$ cat src/hw/rtl/gss_mul.sv
// registered 33x32 unsigned multiplier shared by the datapath
module gss_mul (
  input  logic        clk,
  input  logic [32:0] mul_a,
  input  logic [31:0] mul_b,
  output logic [64:0] prod_r
);

  // product is registered: it lands in the cycle after the operands
  always_ff @(posedge clk) begin
    prod_r <= 65'(mul_a) * 65'(mul_b);
  end

endmodule

$ cat config.mk
export PLATFORM = sky130hd
export DESIGN_NAME = gss_mul
export DESIGN_NICKNAME = d
export VERILOG_FILES = /design/src/hw/rtl/gss_mul.sv
export SDC_FILE = /design/constraint.sdc
export NUM_CORES = 2
export LEC_CHECK = 0
export BUFFER_PORTS_ARGS = -buffer_cell sky130_fd_sc_hd__buf_2
export CELL_PAD_IN_SITES_DETAIL_PLACEMENT = 0
export CELL_PAD_IN_SITES_GLOBAL_PLACEMENT = 1
export CORE_MARGIN = 2
export CORE_UTILIZATION = 50
export DETAILED_ROUTE_END_ITERATION = 16
export PLACE_DENSITY_LB_ADDON = 0.3
export SLEW_MARGIN = 20
export SYNTH_ARGS = -nofsm -noshare
export SYNTH_HDL_FRONTEND = slang
export SYNTH_SLANG_ARGS = --single-unit
$ cat constraint.sdc
create_clock -name clk -period 9 [get_ports clk]
set_input_delay 1.8 -clock clk [delete_from_list [all_inputs] [get_ports clk]]
set_output_delay 1.8 -clock clk [all_outputs]
set_load 0.02 [all_outputs]
==> run metrics <==
status complete, no violations; Num CTS Buffers 9; largest net degree at the start of global routing 34; final period utilization 0.9685; EDFF count, synth 0; ranking of synthesized cells by area fa_1 52%, inv_1 9.8%, ha_1 9.3%, and2_1 8.6%, nand2_1 6.7%; achievable clock frequency 114.7 MHz; Avg WL per Cell between 15 and 20 µm; most frequent cell after synthesis inv_1; Iter 0 DRT Violations 1282; post-synthesis cell count around 3900; Seq/Total Area, Yosys 0.03660; arrival time worst endpoint 8.92 ns; Final setup viols 0; I/O pin count roughly 130; Die Span X between 200 and 300 µm; Reg clk slew, reported paths ~0.06 ns; YS warnings 0; syn_nets between 5000 and 6000; minimum clock period ~8.7 ns; max reg flops between 60 and 70; Final Max Tran Viols 0; total number of H-tree levels 3; Distinct cells, synth 67; core area 70270 µm²; CTS Buffer Depth 2; vias in the first global route 29030; Max FO, Critical Path 19; grt total ovfl 0; max-cap violation count 0; Avg Inst Size Synth just over 9 µm²; biggest regs prod_r (65); hold bufs inserted after CTS 0; multi-input logic area between 20000 and 30000 µm²; routability cong. between 0.8 and 0.9; Hold Crit Class input port to flop; drt pass-1 iters 5; Port Buffers 130; Rows between 90 and 100; dpl hpwl about 84000 µm; WP data required 9.21 ns; DR vias about 26000; CTS sink cnt 65; ys async rst share 0; Fill cells approximately 6600; FF+latch count, synth 65; post-synth top area cell fa_1; post-synth top area share 0.5215; Die Area ~73000 µm²; RSZ-0062 raised after global routing false; crit path kind input port to flop; most frequent cells after synthesis 930 x inv_1, 926 x fa_1, 632 x nand2_1; critical path endpoint category flop; antenna violations before repair 1; Vias per Instance between 5 and 6; layout cells sized above 1 0.09677; CTS tree built; Area growth, synth to finish 9.098%; Starting Density 0.5059; NumNets Final roughly 5300; Die Y approximately 270 µm; largest register by flop count prod_r; Critical Path Source Type input port; Routed Wire Length between 90000 and 100000 µm; Syn Std Cell Area between 30000 and 40000 µm²; utilization after layout 0.5519; global-route wire length before repair 157200 µm; number of remaining DRC errors 0; Sequential Area ~1300 µm²; slew at the pin closest to its max-slew limit around 0.7 ns; DRT antenna net count 0; Slew HR 0.5225; Root Driver clkbuf_16; GRT Total Usage 0.2750; final hold violations 0; Top FF cell, synth dfxtp_1
## cells in the final DEF, fill, tap and decap left out, types with 8 or more instances in the layout
master     count
a21oi_1       79
a31oi_1        8
inv_1        930
dfxtp_1       65
buf_4        223
ha_1         264
xnor2_1       33
a21o_1        26
xor2_1        23
and3_1         9
nor2_1        37
clkbuf_16      9
nor3_1        12
clkbuf_4      10
and2_1       488
buf_2        120
fa_1         926
o21bai_1      18
nand4_1       13
buf_12        11
nand2_1      632
o21ai_0       33
nand3_1       20
## cell families after synthesis
logic type	Yosys count	synth area share
multiplexers	1	0.0003167
AND/OR/NAND/NOR	1246	0.1720
buffers and inverters	1147	0.1212
AO/OA/AOI/OAI	224	0.04171
flip-flops	65	0.03660
adder cells (fa/ha/maj)	1190	0.6144
XOR/XNOR	56	0.01380
## metal layers
metal | wire [µm] | global-route usage | vias to the layer above
met3 | 3172 | 0.01935 | 138
met1 | 37970 | 0.3458 | 13740
met5 | 0 | 0 | -
li1 | - | - | 11660
met4 | 2811 | 0.07400 | 0
met2 | 51840 | 0.5096 | 554
## worst max-delay path: stages
cell and delay, ns:
buf_2 0.43, buf_4 0.28, nand2_1 0.09, fa_1 0.55
inv_1 0.06, fa_1 0.56, fa_1 0.44, fa_1 0.59
fa_1 0.47, fa_1 0.56, fa_1 0.45, ha_1 0.31
ha_1 0.34, a21oi_1 0.20, o21ai_0 0.19, a221oi_2 0.33
o21ai_0 0.15, a211oi_2 0.30, o31ai_4 0.15, a41o_1 0.28
nor4b_1 0.29, a311oi_1 0.07
## what timing repair did
item                       4_1_cts  5_1_grt
gates resized for setup          0       12
setup endpoints to repair        0        7
buffers inserted                 0        0
## per-stage QoR
step	area, µm²	cells	TNS [ns]	hold slack, ns	setup WS [ns]
final	38780	5034	0	2.111	0.2839
after global routing	38780	5032	0	2.114	0.01444
after CTS	38740	5032	0	2.100	0.2348
after detailed placement	38450	5016	-0.3070	2.216	-0.1244
after global placement	38450	5016	-0.1084	2.216	-0.08552
after floorplan	35550	3929	0	1.927	0.5536
## worst paths after layout
kind	from	end	cells past startpoint
worst max-delay path	mul_b[17]	prod_r[61]	22
worst min-delay path	mul_a[0]	prod_r[0]	3
## cell type report
type,instances,share of cell area
Sequential cell,65,0.03355
Antenna cell,2,0.0001290
Timing Repair Buffer,364,0.06626
Multi-Input combinational cell,2717,0.7722
Inverter,930,0.09001
Clock buffer,13,0.006452
Clock inverter,3,0.001032
Tap cell,940,0.03032
Power is left out: the tool's default activity adds up to more than one toggle a clock period on the data nets, which glitch-free logic cannot reach.
