## src/hw/rtl/gss_pkg.sv

```systemverilog
// shared types and constants of the grover search engine
package gss_pkg;

  // hash multipliers
  localparam logic [31:0] HASH_K1 = 32'd2654435761;
  localparam logic [63:0] HASH_K2 = 64'hc4ceb9fe1a85ec53;

  // 1/sqrt2 in q2.30
  localparam logic [31:0] SQRT1_2_Q30 = 32'd759250125;
  // pi^2/16 in q0.32
  localparam logic [31:0] PI2_16_Q32 = 32'd2649351758;
  // 0.90 in q0.32
  localparam logic [31:0] PROB_90_Q32 = 32'd3865470566;

  // check cadence and stop rules
  localparam logic [2:0] CHECK_LAST_PHASE = 3'd4;
  localparam logic [1:0] STALL_LIMIT = 2'd3;
  localparam int EARLY_DROP_PASS = 11;

  // reset value of the qubit count register
  localparam logic [3:0] QUBIT_RESET = 4'd10;

  typedef struct packed {
    logic [11:0] target_value;
    logic [31:0] random_draw;
  } in_item_t;

  typedef struct packed {
    logic [11:0] found_index;
    logic        found_ok;
    logic [7:0]  passes_done;
    logic        stopped_early;
    logic [7:0]  peak_pass;
    logic [31:0] final_probability;
  } out_item_t;

endpackage

```

## src/hw/rtl/gss_mul.sv

```systemverilog
// registered 33x32 unsigned multiplier shared by the datapath
module gss_mul (
  input  logic        clk,
  input  logic [32:0] mul_a,
  input  logic [31:0] mul_b,
  output logic [64:0] prod_r
);

  // product is registered: it lands in the cycle after the operands
  always_ff @(posedge clk) begin
    prod_r <= 65'(mul_a) * 65'(mul_b);
  end

endmodule

```

## src/hw/rtl/gss_hash.sv

```systemverilog
// iterative mixing hash built from 32x32 partial products
module gss_hash #(
  parameter int XW = 12
) (
  input  logic          clk,
  input  logic          rst_n,
  input  logic          start,
  input  logic [XW-1:0] x,
  output logic          done,
  output logic [63:0]   hash
);

  typedef enum logic [2:0] {
    H_IDLE, H_M0, H_M1, H_M2, H_M3, H_M4, H_M5, H_DONE
  } hstate_t;

  hstate_t     state_r;
  logic [XW-1:0] x_r;
  logic [63:0] h_r;
  logic [63:0] acc_r;
  logic [32:0] mul_a;
  logic [31:0] mul_b;
  logic [64:0] prod_r;
  logic [63:0] h3;

  gss_mul u_mul (
    .clk    (clk),
    .mul_a  (mul_a),
    .mul_b  (mul_b),
    .prod_r (prod_r)
  );

  // operand select per step
  always_comb begin
    mul_a = '0;
    mul_b = '0;
    case (state_r)
      H_M0: begin
        mul_a = 33'(x_r);
        mul_b = gss_pkg::HASH_K1;
      end
      H_M2: begin
        mul_a = 33'(h_r[31:0]);
        mul_b = gss_pkg::HASH_K2[31:0];
      end
      H_M3: begin
        mul_a = 33'(h_r[31:0]);
        mul_b = gss_pkg::HASH_K2[63:32];
      end
      H_M4: begin
        mul_a = 33'(h_r[63:32]);
        mul_b = gss_pkg::HASH_K2[31:0];
      end
      default: begin
        mul_a = '0;
      end
    endcase
  end

  // final xor shifts
  assign h3   = acc_r ^ (acc_r >> 7);
  assign hash = h3 ^ (h3 >> 17);
  assign done = (state_r == H_DONE);

  // step sequencer
  always_ff @(posedge clk) begin
    if (!rst_n) begin
      state_r <= H_IDLE;
    end else begin
      unique case (state_r)
        H_IDLE: begin
          if (start) begin
            x_r     <= x;
            state_r <= H_M0;
          end
        end
        H_M0: state_r <= H_M1;
        H_M1: begin
          h_r     <= prod_r[63:0] ^ (prod_r[63:0] >> 13);
          state_r <= H_M2;
        end
        H_M2: state_r <= H_M3;
        H_M3: begin
          acc_r   <= prod_r[63:0];
          state_r <= H_M4;
        end
        H_M4: begin
          acc_r   <= acc_r + {prod_r[31:0], 32'd0};
          state_r <= H_M5;
        end
        H_M5: begin
          acc_r   <= acc_r + {prod_r[31:0], 32'd0};
          state_r <= H_DONE;
        end
        H_DONE: state_r <= H_IDLE;
        default: state_r <= H_IDLE;
      endcase
    end
  end

endmodule

```

## config.mk

```make
export PLATFORM = sky130hd
export DESIGN_NAME = gss_hash
export DESIGN_NICKNAME = d
export VERILOG_FILES = /design/src/hw/rtl/gss_pkg.sv /design/src/hw/rtl/gss_mul.sv /design/src/hw/rtl/gss_hash.sv
export SDC_FILE = /design/constraint.sdc
export NUM_CORES = 2
export LEC_CHECK = 0
export BUFFER_PORTS_ARGS = -buffer_cell sky130_fd_sc_hd__buf_2
export CAP_MARGIN = 20
export CORE_ASPECT_RATIO = 2
export CORE_UTILIZATION = 45
export DETAILED_ROUTE_END_ITERATION = 10
export SLEW_MARGIN = 30
export SYNTH_ARGS = -nofsm -noshare
export SYNTH_HDL_FRONTEND = slang
export SYNTH_SLANG_ARGS = --single-unit
```

## constraint.sdc

```tcl
create_clock -name clk -period 10.1 [get_ports clk]
set_clock_uncertainty 0.2 [all_clocks]
set_input_delay 0.505 -clock clk [delete_from_list [all_inputs] [get_ports clk]]
set_output_delay 0.505 -clock clk [all_outputs]
set_load 0.02 [all_outputs]
```

==> run_results.csv <==
group,metric,value,unit
logic_synthesis,synth_warnings,0,
clocking,clock-root-buffer,"clkbuf_16",
detailed_routing,drtAntennaViolNets,0,
global_route,antenna_found_initial,1,
sta,drv_slew,0,
detailed_routing,drc,0,
floorplan,core,83520,um2
sta,fin_ws,0.2703,ns
run_status,run_status,"completed",
global_route,gr-total-overflow,0,
logic_synthesis,async_flop_share,0,%
global_route,grt_first_pass_wirelength,205.0,mm
cells_and_area,fillers,7850,
logic_synthesis,synth-compound-area-share,7.289,%
logic_synthesis,synth_xor_xnor_area_share,5.690,%
logic_synthesis,synthSimpleGateAreaFrac,5.928,%
worst_setup_path,cp.arrival,10.09,ns
clocking,clock_latency,0.53,ns
logic_synthesis,synth_edf_count,140,
global_route,grt_max_degree,92,
worst_setup_path,slowest_delay,0.60,ns
logic_synthesis,synth.yosys.seq_area_share,14.64,%
sta,worst_slew_margin_rel,33.88,%
logic_synthesis,synth_top_family_by_area,"adder cells",
logic_synthesis,yosysUniqueCellTypes,77,
worst_setup_path,end_kind,"flop",
floorplan,die_w,207.1,um
logic_synthesis,synth-seq-cells,207,
logic_synthesis,ys_top_cells_by_count,"inv_1, fa_1, ha_1, nand2_1, xor2_1",
detailed_routing,drt-total-wl,145.2,mm
global_route,first_global_vias,29560,
logic_synthesis,synth_fp_nets,4855,
logic_synthesis,avgSynthCellArea,10.36,um2
worst_setup_path,cp_data_required_time,10.36,ns
sta,hold_viol_final,0,
logic_synthesis,yosysTopAreaCell,"fa_1",
power,p_leak,22.37,nW
job,max-cap-violations,0,
floorplan,die_area,85380,um2
place,post-place-ws,0.2231,ns
detailed_routing,route.detailed.vias_per_inst,5.446,
logic_synthesis,synth_top_area_share,42.08,%
detailed_routing,num_vias,26610,
logic_synthesis,synth_adder_area_share,54.90,%
cells_and_area,area_delta_synth_final,8.379,%
clocking,clkSinkCount,207,
logic_synthesis,synth_cells,3656,
detailed_routing,drtIter0Drc,1611,
sta,period_needed,9.830,ns
clocking,clockBufferDepth,3,
sta,setup_viol,0,
floorplan,die_y,412.2,um
logic_synthesis,synthMuxAreaShare,0.4395,%
floorplan,io_pins,80,
worst_setup_path,start_kind,"flop",
logic_synthesis,synthesis.area,37870,um2
power,power.density,165.2,nW/um2
worst_setup_path,cp_max_fo,20,
worst_setup_path,crit_slowest_cell,"fa_1",
worst_setup_path,setup.worst_path.class,"flop to flop",
sta,period_share,97.32,%
global_route,track_usage,34.87,%
place,io_buffers,79,
clocking,clk_pin_slew,0.07,ns
place,dpl.hpwl,127.0,mm
logic_synthesis,synthTopCellsByArea,"fa_1, ha_1, edfxtp_1",
place,routabilityCongestion,1.056,
sta,worst_slew_pin_slew,0.9882,ns
clocking,cts_tree,"done",
detailed_routing,wl_per_cell,29.72,um
cells_and_area,layout.nets,5002,
sta,rsz0062_at_grt,"false",
logic_synthesis,ys.flop_type,"edfxtp_1",
clocking,cts-buffers-inserted,24,
logic_synthesis,yosysMostFrequentCell,"inv_1",
hold_path,hold_path.class,"input port to flop",
power,worst_ir_drop_vdd,0.1194,mV
cells_and_area,drive_gt1_share,7.644,%
worst_setup_path,path_common_cell,"fa_1",
sta,fmax,0.1017,GHz
floorplan,start_util,45.34,%
clocking,cts_max_level,1,
sta,setup_tns,0,ns
floorplan,rows,150,
detailed_routing,first_pass_iters,6,
==> layout by cell type, fill, tap and decap left out, drive strengths merged, types with 17 or more instances in the layout <==
cell type / n
inv: 1031
fa: 796
ha: 388
nand2: 200
buf: 176
xor2: 144
nor2: 142
edfxtp: 140
a21oi: 113
xnor2: 102
a21o: 88
o21ai: 79
dfxtp: 67
and2: 39
clkbuf: 34
nand4: 20
nor3: 20
o21bai: 17
==> power breakdown <==
part | leakage [nW] | switching [mW] | internal, mW
sequential | 1.84 | 0.239 | 1.11
combinational | 20.2 | 2.96 | 1.61
clock | 0.374 | 0.350 | 0.507
total | 22.4 | 3.55 | 3.23
==> cell type report <==
type                    count  area (um2)  area share (%)
flip-flops and latches    207        5545           13.51
clock inverters             9       75.07          0.1829
diodes                      1       2.502        0.006097
multi-input cells        2343       28200           68.71
inverters                1039        3934           9.585
clock buffers              34       699.4           1.704
repair buffers            188        1256           3.061
well taps                1064        1331           3.244
==> flip-flops by register name (all words and copies together), names as in the netlist <==
| signal | cells |
|---|---|
| u_mul.prod_r | 64 |
| state_r | 3 |
| acc_r | 64 |
| h_r | 64 |
| x_r | 12 |
==> path summary, 6_finish.rpt <==
| kind | slack, ns | end | startpoint | cells past startpoint |
|---|---|---|---|---|
| setup / recovery | 0.27 | u_mul.prod_r[61]$_DFF_P_ | state_r[0]$_SDFFE_PN0P_ | 27 |
| hold reg to reg | 0.32 | h_r[59]$_DFFE_PP_ | u_mul.prod_r[59]$_DFF_P_ | 0 |
| setup reg to reg | 0.27 | u_mul.prod_r[61]$_DFF_P_ | state_r[0]$_SDFFE_PN0P_ | 27 |
| hold / removal | 0.10 | state_r[0]$_SDFFE_PN0P_ | rst_n | 3 |
==> metrics by stage <==
step                power (mW)  hold slack [ns]  instances  cell area, um2  util (%)
CTS                      6.738         0.001856       4879           40900     48.97
detailed placement       5.855           0.3082       4825           40020     47.91
global route             7.190           0.1078       4884           41040     49.14
floorplan                4.035           0.2496       3656           37870         -
finish                   6.780           0.1018       4885           41040     49.14
global placement         5.821           0.3130       4825           40010     47.91
==> critical path, delay by kind of cell (launching register included) <==
kind,cells,cell delay (ns)
adder cells (fa/ha/maj),10,4.61
AND/OR/NAND/NOR,6,1.39
AO/OA/AOI/OAI,5,1.50
buffers and inverters,5,1.41
flip-flops,1,0.46
XOR/XNOR,1,0.16
==> kinds of logic after synthesis <==
| group | count (synthesis) |
|---|---|
| AOI/OAI and AO/OA | 406 |
| and+or+nand+nor | 492 |
| adders and majority gates | 1184 |
| xor gates and xnor gates | 246 |
| muxes | 15 |
| buffers and inverters | 1106 |
| DFF | 207 |
==> per-layer routing <==
layer / vias up / GRT usage, % / part of all wire [%]
met5: - / 0 / 0.0083
li1: 11410 / - / -
met2: 1042 / 63.61 / 52
met3: 599 / 4.683 / 4.3
met4: 2 / 38.88 / 14
met1: 13550 / 31.51 / 29
==> what timing repair did <==
action | 4_1_cts | 5_1_grt
hold buffers | 11 | 1
endpoints found under the setup margin | 0 | 7
endpoints found under the hold margin | 11 | 1
buffers inserted | 0 | 4
resized for setup | 0 | 26
Power figures use the tool's default switching activity.
