===== config.mk =====
export PLATFORM = sky130hd
export DESIGN_NAME = gss_limit
export DESIGN_NICKNAME = d
export VERILOG_FILES = /design/src/hw/rtl/gss_pkg.sv /design/src/hw/rtl/gss_limit.sv
export SDC_FILE = /design/constraint.sdc
export NUM_CORES = 1
export LEC_CHECK = 0
export BUFFER_PORTS_ARGS = -buffer_cell sky130_fd_sc_hd__buf_4
export CAP_MARGIN = 10
export CORE_MARGIN = 5
export CORE_UTILIZATION = 63
export CTS_CLUSTER_SIZE = 20
export DETAILED_ROUTE_END_ITERATION = 16
export PLACE_DENSITY = 0.82
export SLEW_MARGIN = 5
export SYNTH_ARGS = -nofsm -noshare
export SYNTH_HDL_FRONTEND = slang
export SYNTH_SLANG_ARGS = --single-unit

===== constraint.sdc =====
create_clock -name clk -period 19.15 [get_ports clk]
set_input_delay 3.83 -clock clk [delete_from_list [all_inputs] [get_ports clk]]
set_output_delay 3.83 -clock clk [all_outputs]
set_load 0.05 [all_outputs]

===== src/hw/rtl/gss_pkg.sv =====
// shared types and constants of the grover search engine
package gss_pkg;

  // hash multipliers
  localparam logic [31:0] HASH_K1 = 32'd2654435761;
  localparam logic [63:0] HASH_K2 = 64'hc4ceb9fe1a85ec53;

  // 1/sqrt2 in q2.30
  localparam logic [31:0] SQRT1_2_Q30 = 32'd759250125;
  // pi^2/16 in q0.32
  localparam logic [31:0] PI2_16_Q32 = 32'd2649351758;
  // 0.90 in q0.32
  localparam logic [31:0] PROB_90_Q32 = 32'd3865470566;

  // check cadence and stop rules
  localparam logic [2:0] CHECK_LAST_PHASE = 3'd4;
  localparam logic [1:0] STALL_LIMIT = 2'd3;
  localparam int EARLY_DROP_PASS = 11;

  // reset value of the qubit count register
  localparam logic [3:0] QUBIT_RESET = 4'd10;

  typedef struct packed {
    logic [11:0] target_value;
    logic [31:0] random_draw;
  } in_item_t;

  typedef struct packed {
    logic [11:0] found_index;
    logic        found_ok;
    logic [7:0]  passes_done;
    logic        stopped_early;
    logic [7:0]  peak_pass;
    logic [31:0] final_probability;
  } out_item_t;

endpackage


===== src/hw/rtl/gss_limit.sv =====
// pass limit: bit-serial division then bit-serial square root and clamp
module gss_limit #(
  parameter int MAX_QUBITS    = 12,
  parameter int ITERATION_CAP = 200
) (
  input  logic                                   clk,
  input  logic                                   rst_n,
  input  logic                                   start,
  input  logic [$clog2(MAX_QUBITS+1)-1:0]        q,
  input  logic [MAX_QUBITS:0]                    m,
  output logic                                   done,
  output logic [$clog2(ITERATION_CAP+1)-1:0]     limit
);

  localparam int IW  = MAX_QUBITS;
  localparam int NW  = IW + 1;
  localparam int DW  = 32 + IW;
  localparam int CW  = $clog2(DW + 1);
  localparam int RW  = (IW + 1) / 2;
  localparam int RCW = $clog2(RW + 1);
  localparam int PW  = $clog2(ITERATION_CAP + 1);

  typedef enum logic [1:0] {L_IDLE, L_DIV, L_ROOT, L_DONE} lstate_t;

  lstate_t       state_r;
  logic [DW-1:0] div_r;
  logic [DW-1:0] quot_r;
  logic [NW-1:0] rem_r;
  logic [NW-1:0] m_r;
  logic [CW-1:0] cnt_r;
  logic [RCW-1:0] rcnt_r;
  logic [RW-1:0] root_r;

  logic [NW:0]   rem_sh;
  logic          rem_ge;
  logic [NW:0]   rem_sub;
  logic [RW-1:0] cand;
  logic [2*RW-1:0] cand_sq;
  logic [IW-1:0] t_val;
  logic [RW:0]   raw_lim;

  // one quotient bit per cycle
  assign rem_sh  = {rem_r, div_r[DW-1]};
  assign rem_ge  = (rem_sh >= (NW+1)'(m_r));
  assign rem_sub = rem_sh - (NW+1)'(m_r);

  // one root bit per cycle
  assign t_val   = quot_r[DW-1:32];
  assign cand    = root_r | (RW'(1) << (rcnt_r - RCW'(1)));
  assign cand_sq = (2*RW)'(cand) * (2*RW)'(cand);

  // doubled root clamped to 1..cap
  assign raw_lim = {root_r, 1'b0};
  always_comb begin
    if (raw_lim == '0) begin
      limit = PW'(1);
    end else if (int'(raw_lim) > ITERATION_CAP) begin
      limit = PW'(ITERATION_CAP);
    end else begin
      limit = PW'(raw_lim);
    end
  end

  assign done = (state_r == L_DONE);

  always_ff @(posedge clk) begin
    if (!rst_n) begin
      state_r <= L_IDLE;
    end else begin
      unique case (state_r)
        L_IDLE: begin
          if (start) begin
            div_r   <= DW'(gss_pkg::PI2_16_Q32) << q;
            quot_r  <= '0;
            rem_r   <= '0;
            m_r     <= m;
            cnt_r   <= CW'(DW);
            state_r <= L_DIV;
          end
        end
        L_DIV: begin
          div_r  <= div_r << 1;
          quot_r <= {quot_r[DW-2:0], rem_ge};
          rem_r  <= rem_ge ? NW'(rem_sub) : NW'(rem_sh);
          cnt_r  <= cnt_r - CW'(1);
          if (cnt_r == CW'(1)) begin
            root_r  <= '0;
            rcnt_r  <= RCW'(RW);
            state_r <= L_ROOT;
          end
        end
        L_ROOT: begin
          if (cand_sq <= (2*RW)'(t_val)) begin
            root_r <= cand;
          end
          rcnt_r <= rcnt_r - RCW'(1);
          if (rcnt_r == RCW'(1)) begin
            state_r <= L_DONE;
          end
        end
        L_DONE: state_r <= L_IDLE;
        default: state_r <= L_IDLE;
      endcase
    end
  end

endmodule

==> impl_metrics.json <==
{
  "outcome": "completed",
  "grt.overflow.total": 0,
  "crit_required_ns": 19.19,
  "power_leakage_nw": 3.36,
  "ys_warn_count": 0,
  "setup_tns_ns": 0,
  "via_per_inst": 5.91,
  "clk_latency_ns": 0.41,
  "relSlewSlack_pct": 43.9,
  "ctsHtreeMaxLevel": 4,
  "dp_hpwl_mm": 9.40,
  "drc": 0,
  "final-hold-violation-count": 0,
  "path_clk_slew_ns": 0.05,
  "first_pass_iters": 5,
  "rsz0062_at_grt": "false",
  "nets": 792,
  "num-fill-cells": 833,
  "p_total_mw": 1.27,
  "via_count": 5108,
  "startpoint_type": "flop",
  "synth_area_per_cell_um2": 10.8,
  "synth_edf_count": 128,
  "wl_per_cell_um": 16.6,
  "worst_hold_path_type": "reg -> reg",
  "num_rows": 40,
  "worst_pin_slew_ns": 0.834,
  "fin_crit_sh_pct": 34.9,
  "grt_max_degree": 70,
  "cts_buffer_depth": 2,
  "die_h_um": 119,
  "postCtsSetupRepairBufs": 0,
  "synth-async-reset-ratio_pct": 0,
  "crit_fanout": 8,
  "synthCells": 695,
  "setup_violations": 0,
  "post_cts_resized": 0,
  "maxCapViolations": 0,
  "antenna_found_initial": 0,
  "core_area_um2": 11900,
  "yosys.cell_types.count": 61,
  "synth_ff_type": "edfxtp_1",
  "endpoint_kind": "flop",
  "postRouteWirelength_mm": 14.4,
  "die_w_um": 119,
  "drt_iter0_drc": 402,
  "cts_tree": "done",
  "synth_nets": 780,
  "vdd_drop_max_v": 0.0000886,
  "root_buffer": "clkbuf_16",
  "drive_gt1_share_pct": 10.4,
  "die-area_um2": 14200,
  "ioPinCount": 29,
  "ys_ff_latch": 130,
  "grt_pass1_vias": 5179,
  "cp_slowest_cell": "a21boi_0",
  "power_density_nw_per_um2": 153,
  "place_congestion": 0.947,
  "start_util_pct": 63.5,
  "cts_sinks": 130,
  "ant_nets": 0,
  "num_antenna_cells": 0,
  "cts-buffers-inserted": 17,
  "grt_usage_pct": 21.2,
  "syn_area_um2": 7530,
  "ys_seq_area_share_pct": 51.6,
  "fin_skew_ns": 0.00580,
  "grt_pass1_wl_mm": 24.1,
  "crit_chain": "inv_1 > ha_1 > xnor2_1 > a21oi_1 > nor2_1 > fa_1 > inv_1 > fa_1 > inv_1 > fa_1 > ha_1 > a21o_1 > a21oi_1 > nor2b_1 > o21ai_0 > nand2b_1 > xor2_1 > ha_1 > a21o_1 > a21o_1 > a21oi_1 > o211ai_1 > a21boi_0",
  "worstPathArrival_ns": 6.72,
  "crit_type": "reg -> reg",
  "syn_to_final_growth_pct": 10.6,
  "ctsHoldBuffers": 0,
  "port_buffers": 27,
  "min_period_ns": 6.68,
  "crit_path_max_incr_delay_ns": 0.66,
  "fmax_ghz": 0.150,
  "drv_slew": 0
}
==> critical path: cells and delay by family (launching register included) <==
family          cells  cell delay, ns
fa+ha+maj           6            2.46
compound gates      9            2.46
flops               1            0.43
xor+xnor            2            0.37
simple gates        3            0.34
buf+inv             3            0.24
==> final timing paths <==
kind                    from    endpoint  slack, ns  cells after the start
setup / recovery   rcnt_r[0]   root_r[0]      12.47                     23
hold / removal    quot_r[11]  quot_r[12]       0.52                      1
setup reg to reg   rcnt_r[0]   root_r[0]      12.47                     23
hold reg to reg   quot_r[11]  quot_r[12]       0.52                      1
==> stage by stage <==
stage	worst slack, ns	util (%)	instance area, um2	cells	hold WS, ns
after floorplan	9.97	-	7530	695	0.493
after global placement	12.89	65.7	7800	835	0.504
after detailed placement	12.56	65.7	7800	835	0.511
after CTS	12.47	70.2	8330	865	0.525
after global routing	12.02	70.2	8330	865	0.543
final	12.47	70.2	8330	865	0.520
==> layout make-up <==
class	count	area (um2)	share of cell area (%)
tap	147	184	2.21
clock buffer	22	444	5.33
inverter	53	199	2.39
clock inverter	8	88.8	1.07
sequential	130	3880	46.6
timing repair buffer	31	233	2.79
multi-input combinational	474	3300	39.6
==> routing by layer <==
layer	global-route usage, %	share of wire, %	up-vias
met4	8.30	1.9	0
li1	-	-	2475
met5	0	0	-
met1	26.8	42	2457
met2	35.6	52	147
met3	4.80	4.3	29
==> cells by family (layout without fill, tap and decap cells) <==
kind of cell    after synthesis  count (layout)  share of synthesized area [%]
simple gates                226             226                           14.5
compound gates              140             140                           12.1
flops                       130             130                           51.6
buf+inv                      91             114                           4.78
fa+ha+maj                    65              65                           11.7
xor+xnor                     22              22                           2.56
mux                          20              20                           2.76
other cells                   1               1                         0.0498
==> registers in the layout, summed over array words and instances, names as in the netlist <==
register,cells
state_r,2
rem_r,13
quot_r,44
rcnt_r,3
cnt_r,6
div_r,43
root_r,6
m_r,13
==> power by group <==
part           internal [mW]  leakage (nW)  switching (mW)
Combinational          0.220          1.88           0.324
Clock                  0.188         0.256           0.110
Sequential             0.410          1.22          0.0230
Total                  0.818          3.36           0.457
==> synthesized netlist by cell type, types with 3 or more instances <==
| cell | n | area share [%] |
|---|---|---|
| and2_1 | 36 | 3.0 |
| o211ai_1 | 3 | 0.30 |
| inv_1 | 51 | 2.5 |
| ha_1 | 56 | 9.3 |
| a21o_1 | 12 | 1.2 |
| fa_1 | 9 | 2.4 |
| edfxtp_1 | 128 | 51 |
| nand4_1 | 4 | 0.33 |
| o21a_1 | 7 | 0.70 |
| clkbuf_1 | 29 | 1.4 |
| mux2_2 | 6 | 0.90 |
| or3_1 | 4 | 0.33 |
| o31ai_1 | 7 | 0.70 |
| or2_2 | 5 | 0.42 |
| nor2b_1 | 15 | 1.2 |
| a21oi_1 | 37 | 2.5 |
| nor2_1 | 65 | 3.2 |
| buf_1 | 6 | 0.30 |
| mux2i_1 | 14 | 1.9 |
| xor2_1 | 10 | 1.2 |
| xnor2_1 | 12 | 1.4 |
| nand2b_1 | 5 | 0.42 |
| a211oi_1 | 7 | 0.70 |
| a21boi_0 | 3 | 0.30 |
| o21ai_0 | 41 | 2.7 |
| nor3_1 | 9 | 0.60 |
| nand2_1 | 64 | 3.2 |
| nand3_1 | 7 | 0.46 |
==> cell usage in the layout, fill, tap and decap left out, types with 14 or more instances in the layout <==
cell       instances
mux2i_1           14
nor2b_1           14
o21ai_0           41
inv_1             51
and2_1            36
nor2_1            65
clkbuf_16         17
buf_4             31
edfxtp_1         128
ha_1              55
nand2_1           64
a21oi_1           37
(Power assumes the default switching activity.)
